--- src/hdl/text_terminal_line_buffer_macros.svh ---
// Assertion macros used by the terminal line buffer top level.
`ifndef TEXT_TERMINAL_LINE_BUFFER_MACROS_SVH
`define TEXT_TERMINAL_LINE_BUFFER_MACROS_SVH

`ifndef SYNTH

// Check a property on every clock edge outside reset.
`define TTLB_ASSERT(lbl, prop, msg) \
    lbl: assert property (@(posedge clk) disable iff (!rst_n) (prop)) else $error(msg);

// Check that a trigger is followed by a condition on the next edge.
`define TTLB_ASSERT_NEXT(lbl, trig, cond, msg) \
    lbl: assert property (@(posedge clk) disable iff (!rst_n) (trig) |=> (cond)) \
        else $error(msg);

`else

`define TTLB_ASSERT(lbl, prop, msg)
`define TTLB_ASSERT_NEXT(lbl, trig, cond, msg)

`endif

`endif

--- src/hdl/ttlb_pkg.sv ---
// Package with sizes, codes and control types of the terminal line buffer.
package ttlb_pkg;

    localparam int ROWS    = 20;
    localparam int COLUMNS = 80;
    localparam int ROW_W   = 5;
    localparam int COL_W   = 7;
    localparam int BYTE_W  = 8;
    localparam int ADDR_W  = $clog2(ROWS * COLUMNS);

    localparam logic [BYTE_W-1:0] NEWLINE_BYTE = 8'd10;

    typedef enum logic [1:0] {
        OP_WRITE     = 2'd0,
        OP_BACKSPACE = 2'd1,
        OP_READ      = 2'd2,
        OP_NOP       = 2'd3
    } op_t;

    typedef enum logic [1:0] {
        ST_IDLE,
        ST_EXEC,
        ST_FETCH,
        ST_DONE
    } state_t;

    typedef struct packed {
        logic capture;
        logic exec;
        logic fetch;
        logic load_out;
    } ctrl_cmd_t;

    typedef struct packed {
        logic is_read;
        logic out_free;
    } ctrl_status_t;

endpackage

--- src/hdl/ttlb_ctrl.sv ---
// Sequencing state machine of the terminal line buffer.
module ttlb_ctrl
    import ttlb_pkg::*;
(
    input  logic         clk,
    input  logic         rst_n,
    input  logic         in_valid,
    output logic         in_ready,
    input  ctrl_status_t status,
    output ctrl_cmd_t    cmd
);

    state_t state_reg;
    state_t state_next;

    // Hold the current step
    always_ff @(posedge clk or negedge rst_n)
    begin
        if (!rst_n)
        begin
            state_reg <= ST_IDLE;
        end
        else
        begin
            state_reg <= state_next;
        end
    end

    // Advance through capture, execute, fetch (reads only) and result
    always_comb
    begin
        state_next = state_reg;
        unique case (state_reg)
            ST_IDLE:
            begin
                if (in_valid)
                begin
                    state_next = ST_EXEC;
                end
            end
            ST_EXEC:
            begin
                state_next = status.is_read ? ST_FETCH : ST_DONE;
            end
            ST_FETCH:
            begin
                state_next = ST_DONE;
            end
            ST_DONE:
            begin
                if (status.out_free)
                begin
                    state_next = ST_IDLE;
                end
            end
            default:
            begin
                state_next = ST_IDLE;
            end
        endcase
    end

    // Drive handshake and datapath commands
    always_comb
    begin
        in_ready     = 1'b0;
        cmd          = '0;
        unique case (state_reg)
            ST_IDLE:
            begin
                in_ready    = 1'b1;
                cmd.capture = in_valid;
            end
            ST_EXEC:
            begin
                cmd.exec = 1'b1;
            end
            ST_FETCH:
            begin
                cmd.fetch = 1'b1;
            end
            ST_DONE:
            begin
                cmd.load_out = status.out_free;
            end
            default:
            begin
                in_ready = 1'b0;
            end
        endcase
    end

endmodule

--- config.mk ---
export PLATFORM = sky130hd
export DESIGN_NAME = ttlb_ctrl
export DESIGN_NICKNAME = d
export VERILOG_FILES = /design/src/hdl/text_terminal_line_buffer_macros.svh /design/src/hdl/ttlb_pkg.sv /design/src/hdl/ttlb_ctrl.sv
export SDC_FILE = /design/constraint.sdc
export NUM_CORES = 1
export LEC_CHECK = 0
export BUFFER_PORTS_ARGS = -buffer_cell sky130_fd_sc_hd__buf_2
export CAP_MARGIN = 20
export CELL_PAD_IN_SITES_DETAIL_PLACEMENT = 1
export CELL_PAD_IN_SITES_GLOBAL_PLACEMENT = 2
export CORE_AREA = 2 2 39 41
export CTS_BUF_LIST = sky130_fd_sc_hd__clkbuf_8
export CTS_CLUSTER_SIZE = 30
export DETAILED_ROUTE_END_ITERATION = 16
export DIE_AREA = 0 0 41 43
export PLACE_DENSITY = 0.49
export SLEW_MARGIN = 0
export SYNTH_ARGS = -nofsm -noshare
export SYNTH_HDL_FRONTEND = slang
export SYNTH_SLANG_ARGS = --single-unit
--- constraint.sdc ---
create_clock -name clk -period 3 [get_ports clk]
set_clock_uncertainty 0.2 [all_clocks]
set_input_delay 0.15 -clock clk [delete_from_list [all_inputs] [get_ports clk]]
set_output_delay 0.15 -clock clk [all_outputs]
set_load 0.01 [all_outputs]
Word-level counts from Yosys, hierarchy flattened
Index checks and enable logic that the tools add are counted.
{ "word_totals": {"register_bits": 2, "in_bits": 5, "out_inout_bits": 5, "elab_cells": 17} }
{ "classes": {"n_eq_ne": 5, "n_mux": 9, "reduce_logical": 2} }
{ "ops": {"columns": ["cell", "n"], "rows": [
  ["2-bit one-hot mux with 4 select lines", 1],
  ["1-bit 2-to-1 mux", 6],
  ["2-bit equality test (second input constant)", 2],
  ["2-bit 2-to-1 mux", 2],
  ["2-bit != test (second input constant)", 2],
  ["2-bit by 1-bit equality test with 1-bit output (second input constant)", 1],
  ["2-bit logical NOT", 1],
  ["2-bit AND reduction", 1]
]} }

Longest topological paths before layout
Gate-level depths: netlist (run 1).
{ "depth": {"word_depth": 3, "mapped_depth": 5, "ltp_nobuf": 5} }

Worst setup path before layout (run 1)
OpenSTA, ideal clock, no wires.
{ "synth_path": {"path_type": "register -> register", "startpoint": "reg state_reg[0]", "endpoint": "reg state_reg[1]", "setup_time_ns": 0.125, "arrival_ns": 1.189, "required_time_ns": 2.675, "path_slack_ns": 1.486, "path_stages_with_launch": 5, "path_buffers": 0, "synth_period_minus_slack_ns": 1.514, "cell_sequence": "dfrtp_1 > inv_1 > ha_1 > a21o_1 > mux2_4"} }
{ "synth_via": {"elab_chain_len": 3, "elab_cells_between_ends": 8, "classes_between": "eq/ne: 5; mux: 1; reduce/logical: 2"} }
{ "synth_rtl": {"columns": ["item", "line", "source"], "rows": [
  ["start: declaration", "ttlb_ctrl.sv:13", "state_t state_reg;"],
  ["start signal: assignment", "ttlb_ctrl.sv:25", "state_reg <= state_next;"],
  ["2-bit equality test / 2-bit logical NOT (equally long branches)", "ttlb_ctrl.sv:33", "unique case (state_reg)"],
  ["2-bit != test (no source line)", null, null],
  ["2-bit AND reduction (no source line)", null, null]
]} }
Several ways; a longest one is shown, not always the timed one.
A chain may end at the register's enable or synchronous reset.

==> impl_metrics.json, run 1 <==
{
  "leakagePower_nw": 0.171,
  "die_x_um": 41,
  "fin_nets": 42,
  "p_comb_share_pct": 47.9,
  "grt_pass1_vias": 171,
  "htree_levels": 1,
  "multiInputGateArea_um2": 124,
  "design_area_um2": 302,
  "syn_area_um2": 185,
  "dp.cells": 43,
  "hold_viol_final": 0,
  "post_cts_buffers": 0,
  "setup_tns_ns": 0,
  "yosys.area.top_type": "dfrtp_1",
  "worstRegToRegCells": 4,
  "clk_latency_ns": 0.21,
  "grt_max_degree": 6,
  "maxCapViolCount": 0,
  "hp-class": "input port to asynchronous set/reset pin",
  "start_util_pct": 13.4,
  "viasPerCell": 3.68,
  "worst_setup_path_start_kind": "flip-flop",
  "core-area_um2": 1380,
  "grt_usage_pct": 6.93,
  "cts-root-buf": "clkbuf_8",
  "antenna_found_initial": 0,
  "tightest_slew_ns": 0.202,
  "p_clk_share_pct": 32.9,
  "p_int_uw": 213,
  "drtPass1Iterations": 1,
  "layout-drive-gt1-share_pct": 48.4,
  "largest_reg_flops": 2,
  "fin_crit_ns": 1.60,
  "drt_iter0_markers": 0,
  "cp_cell_sequence": "inv_1 -> ha_1 -> and2_1 -> buf_2",
  "synth_fp_nets": 27,
  "grt_pass1_wl_um": 669,
  "chipHeight_um": 43,
  "maxSlewViolCount": 0,
  "power_frac_seq_pct": 19.2,
  "numPortBuffers": 9,
  "cp.buffers_inverters": 2,
  "max_stage_delay_ns": 0.41,
  "critical-path-top-delay-family": "flip-flops",
  "clkTransAtPathRegs_ns": 0.03,
  "fin_crit_sh_pct": 53.2,
  "async_flop_share_pct": 100,
  "power_density_nw_per_um2": 1080,
  "vias": 173,
  "avgRoutedWirePerCell_um": 8.79,
  "cts_buffers": 3,
  "worstPathRequired_ns": 2.65,
  "drt_wl_total_um": 413,
  "irDropWorstVdd_uv": 223,
  "ys_top_cells_by_area": "dfrtp_1 (27%), ha_1 (27%), mux2_4 (8.1%), o31ai_1 (8.1%), nor2b_4 (7.4%)",
  "outcome": "finished clean",
  "fill_cells": 171,
  "tritoncts": "yes",
  "synth.most_common_cell": "ha_1",
  "clockBufferDepth": 2,
  "netSwitchingPower_uw": 114,
  "cp-end-kind": "output pin",
  "regArea_um2": 50.0,
  "clock.fmax_mhz": 627,
  "slowest_stage": "dfrtp_1",
  "critical_path_class": "flip-flop to output pin",
  "postCtsHoldBufs": 1,
  "cts_resized": 0,
  "yosysUniqueCellTypes": 11,
  "rsz0062_at_grt": "no",
  "postRouteAntennaNets": 0,
  "ys_warn_count": 0,
  "setup_viol_count_final": 0,
  "instances_no_fill": 47,
  "synthTopCellsByCount": "ha_1 (4), and2_1 (2), dfrtp_1 (2), inv_1 (2), o31ai_1 (2)",
  "place_area_um2": 250,
  "globalRoute.totalOverflow": 0,
  "cts.sinks": 2,
  "die_area_um2": 1760,
  "path_max_fanout": 5,
  "gp_congestion": 0.591,
  "synth_edf_count": 0,
  "worst_ep_arrival_time_ns": 1.25,
  "yosysTopAreaCellShare_pct": 27.0,
  "core.rowCount": 14,
  "seq_area_frac_synth_pct": 27.0,
  "diodes": 0,
  "syn_area_per_cell_um2": 10.3,
  "num_io_pins": 10,
  "crit_cells": 4,
  "syn_inst": 18,
  "area_growth_pct": 62.8,
  "slew-limit-headroom_pct": 86.4,
  "ys_ff_latch": 2,
  "p_sw_share_pct": 34.8,
  "drcViolationCount": 0,
  "synth_ff_type": "dfrtp_1"
}
## per-stage QoR
| stage | setup slack [ns] | utilization (%) | hold slack, ns | total power [mW] |
|---|---|---|---|---|
| global placement | 1.43 | 18.1 | -0.266 | 0.222 |
| detailed placement | 1.43 | 18.1 | -0.265 | 0.223 |
| floorplan | 1.49 | - | -0.346 | 0.176 |
| CTS | 1.39 | 21.8 | 0.0499 | 0.335 |
| finish | 1.40 | 21.8 | 0.0568 | 0.326 |
| global route | 1.32 | 21.8 | 0.0614 | 0.362 |
## cell usage in the layout (no fill, tap or decap)
cell type / synthesis / routed
mux2_4: 1 / 1
and2_1: 2 / 2
buf_2: 0 / 9
a21o_1: 1 / 1
ha_1: 4 / 4
inv_1: 2 / 2
dlygate4sd3_1: 0 / 1
inv_2: 1 / 1
dfrtp_1: 2 / 2
o31ai_1: 2 / 2
nor2b_4: 1 / 1
nor2_1: 1 / 1
clkbuf_8: 0 / 3
nor2b_1: 1 / 1
## routing by layer
metal	GRT usage, %	part of all wire [%]	vias up	routed length [um]
li1	-	-	86	-
met1	5.79	40	74	164
met2	8.44	43	10	176
met3	4.71	11	3	47
met4	10.0	5.8	0	24
met5	0	0	-	0
## worst paths after layout
kind / start / endpoint / slack [ns]
setup / recovery: state_reg[0]$_DFFE_PN0P_ / cmd[3] / 1.40
hold / removal: rst_n / state_reg[1]$_DFFE_PN0P_ / 0.06
setup reg to reg: state_reg[0]$_DFFE_PN0P_ / state_reg[1]$_DFFE_PN0P_ / 1.44
hold reg to reg: state_reg[0]$_DFFE_PN0P_ / state_reg[0]$_DFFE_PN0P_ / 0.37
max in group asynchronous: rst_n / state_reg[0]$_DFFE_PN0P_ / 2.45
min in group clk: status[1] / state_reg[0]$_DFFE_PN0P_ / 0.11
## final cells by class
cell class | count | area share, %
repair buffers | 10 | 18.3
flip-flops and latches | 2 | 16.6
well taps | 16 | 6.64
inverters | 3 | 3.73
clock buffers | 3 | 13.7
multi-input cells | 13 | 41.1
## kinds of logic (layout without fill, tap and decap cells)
group                    Yosys count  count (layout)  share of synthesized area [%]
multiplexers                       1               1                           8.11
buffers and inverters              3              16                           6.08
AO/OA/AOI/OAI                      3               3                           12.2
AND/OR/NAND/NOR                    5               5                           19.6
adder cells (fa/ha/maj)            4               4                           27.0
flip-flops                         2               2                           27.0
## power by group through the flow
stage / Sequential, mW / Combinational, mW / Clock, mW
3_5_place_dp: 0.0638 / 0.159 / 0
3_3_place_gp: 0.0647 / 0.157 / 0
6_report: 0.0627 / 0.156 / 0.107
4_1_cts: 0.0636 / 0.161 / 0.110
5_1_grt: 0.0662 / 0.182 / 0.114
2_1_floorplan: 0.0570 / 0.119 / 0
Note: power is estimated with default switching activity, not from simulation.
==> inputs of run 2 (changes only) <==
PLACE_DENSITY = 0.51   (was 0.49)
clock period = 1.3 ns   (was 3 ns; I/O delays follow)
==> run 2 against run 1 <==
The flow now finishes with violations (negative setup slack). Non-clock buffer count increased by 9. Die area unchanged. Routed wire length rose by 35%. Flip-flop and latch count is the same. Utilization up 13 points. Critical endpoint is now state_reg[1]$_DFFE_PN0P_. Largest cell class unchanged. Largest power group unchanged.
==> impl_metrics.json, run 2 (same netlist as run 1, synthesis figures left out) <==
{
  "outcome": "finished with violations",
  "violations": "negative setup slack",
  "tightest_slew_ns": 0.197,
  "drtPass1Iterations": 2,
  "gp_congestion": 0.687,
  "power_density_nw_per_um2": 2580,
  "grt_pass1_vias": 232,
  "layout_common_cells": "buf_6 (7), buf_2 (6), ha_4 (4), buf_4 (4)",
  "slew-limit-headroom_pct": 86.8,
  "place_area_um2": 278,
  "irDropWorstVdd_uv": 1090,
  "die_area_um2": 1760,
  "cp_cell_sequence": "ha_4 -> nor2b_4 -> a21o_1 -> mux2_4",
  "final_common_cell": "buf_6",
  "slowest_stage": "dfrtp_2",
  "grt_usage_pct": 8.43,
  "critical-path-top-delay-family": "flip-flops",
  "cp-end-kind": "flip-flop",
  "num_io_pins": 10,
  "cp.buffers_inverters": 0,
  "critical_path_class": "flip-flop to flip-flop",
  "worstPathRequired_ns": 1.19,
  "worst_setup_path_start_kind": "flip-flop",
  "max_stage_delay_ns": 0.44,
  "area_growth_pct": 158,
  "diodes": 0,
  "clkTransAtPathRegs_ns": 0.03,
  "rsz0062_at_grt": "yes",
  "start_util_pct": 13.4,
  "globalRoute.totalOverflow": 0,
  "clockBufferDepth": 2,
  "instances_no_fill": 56,
  "worst_slack_ns": -0.220,
  "maxCapViolCount": 0,
  "design_area_um2": 478,
  "hold_viol_final": 0,
  "post-place-ws_ns": -0.231,
  "grt_pass1_wl_um": 917,
  "viasPerCell": 3.68,
  "layout-drive-gt1-share_pct": 80.0,
  "dp_hpwl_um": 356,
  "largest_reg_flops": 2,
  "htree_levels": 1,
  "drt_iter0_markers": 6,
  "tritoncts": "yes",
  "hp-class": "input port to flip-flop",
  "vias": 206,
  "core.rowCount": 14,
  "core-area_um2": 1380,
  "setup_viol_count_final": 7,
  "drt_wl_total_um": 559,
  "cts.sinks": 2,
  "die_x_um": 41,
  "leakagePower_nw": 0.223,
  "worst_ep_arrival_time_ns": 1.41,
  "cts-root-buf": "clkbuf_8",
  "fin_crit_sh_pct": 117,
  "fin_crit_ns": 1.52,
  "grt_max_degree": 5,
  "clock.fmax_mhz": 658,
  "postRouteAntennaNets": 0,
  "fill_cells": 148,
  "fin_nets": 51,
  "cts_buffers": 3,
  "dp.cells": 46,
  "numPortBuffers": 9,
  "clk_latency_ns": 0.21,
  "antenna_found_initial": 0,
  "avgRoutedWirePerCell_um": 9.98,
  "path_max_fanout": 4,
  "drcViolationCount": 0,
  "fin_util_pct": 34.5,
  "chipHeight_um": 43,
  "maxSlewViolCount": 0
}
==> run 2: changes by cell type in the layout (fill, tap and decap cells not counted), moves of 2 or more <==
cell	delta
inv_2	+2
ha_4	+4
buf_4	+4
buf_6	+7
buf_2	-3
inv_1	-2
ha_1	-4
==> run 2: per-stage QoR <==
step	hold WS, ns	TNS, ns	total power [mW]
6_report	0.0690	-0.864	1.23
5_1_grt	0.0823	-1.15	1.33
4_1_cts	0.0447	-0.838	1.15
3_5_place_dp	-0.346	-0.432	0.601
3_3_place_gp	-0.348	-0.405	0.588
2_1_floorplan	-0.431	-0.272	0.415
==> run 2: area by class of cell <==
cell class                 instances  area, um^2  area share [%]
multi-input combinational         13         195            40.8
tap                               16        20.0            4.19
clock buffer                       3        41.3            8.64
inverter                           3        11.3            2.36
timing repair buffer              19         159            33.2
sequential                         2        51.3            10.7
==> run 2: path summary, 6_finish.rpt <==
| check | start | endpoint | slack [ns] | cells after the start |
|---|---|---|---|---|
| setup / recovery | state_reg[0]$_DFFE_PN0P_ | state_reg[1]$_DFFE_PN0P_ | -0.22 | 4 |
| hold / removal | status[1] | state_reg[0]$_DFFE_PN0P_ | 0.07 | 4 |
| setup reg to reg | state_reg[0]$_DFFE_PN0P_ | state_reg[1]$_DFFE_PN0P_ | -0.22 | 4 |
| hold reg to reg | state_reg[0]$_DFFE_PN0P_ | state_reg[0]$_DFFE_PN0P_ | 0.35 | 1 |
| max in group asynchronous | rst_n | state_reg[0]$_DFFE_PN0P_ | 0.25 | 3 |
| min in group asynchronous | rst_n | state_reg[1]$_DFFE_PN0P_ | 0.51 | 3 |
==> run 2: power by group <==
group	internal, mW	total, mW	switching, mW
logic	0.521	0.837	0.316
clock network	0.195	0.239	0.0440
registers	0.102	0.156	0.0546
==> run 2: worst min-delay path: stages <==
cell and delay [ns]:
buf_2 0.11, nor2b_4 0.13, o31ai_4 0.07, o31ai_1 0.06
==> run 2: routing by layer <==
layer	vias up	track usage, %	routed length (um)
li1	103	-	-
met1	97	7.72	175
met2	6	12.2	355
met3	0	4.71	28
met4	0	8.00	0
met5	-	0	0
==> run 2: repair_timing <==
action / 4_1_cts / 5_1_grt
endpoints found under the setup margin: 6 / 7
buffers inserted: 4 / 1
resized for setup: 15 / 5
pin swaps: 3 / 3
hold buffers: 2 / 0
endpoints found under the hold margin: 2 / 0
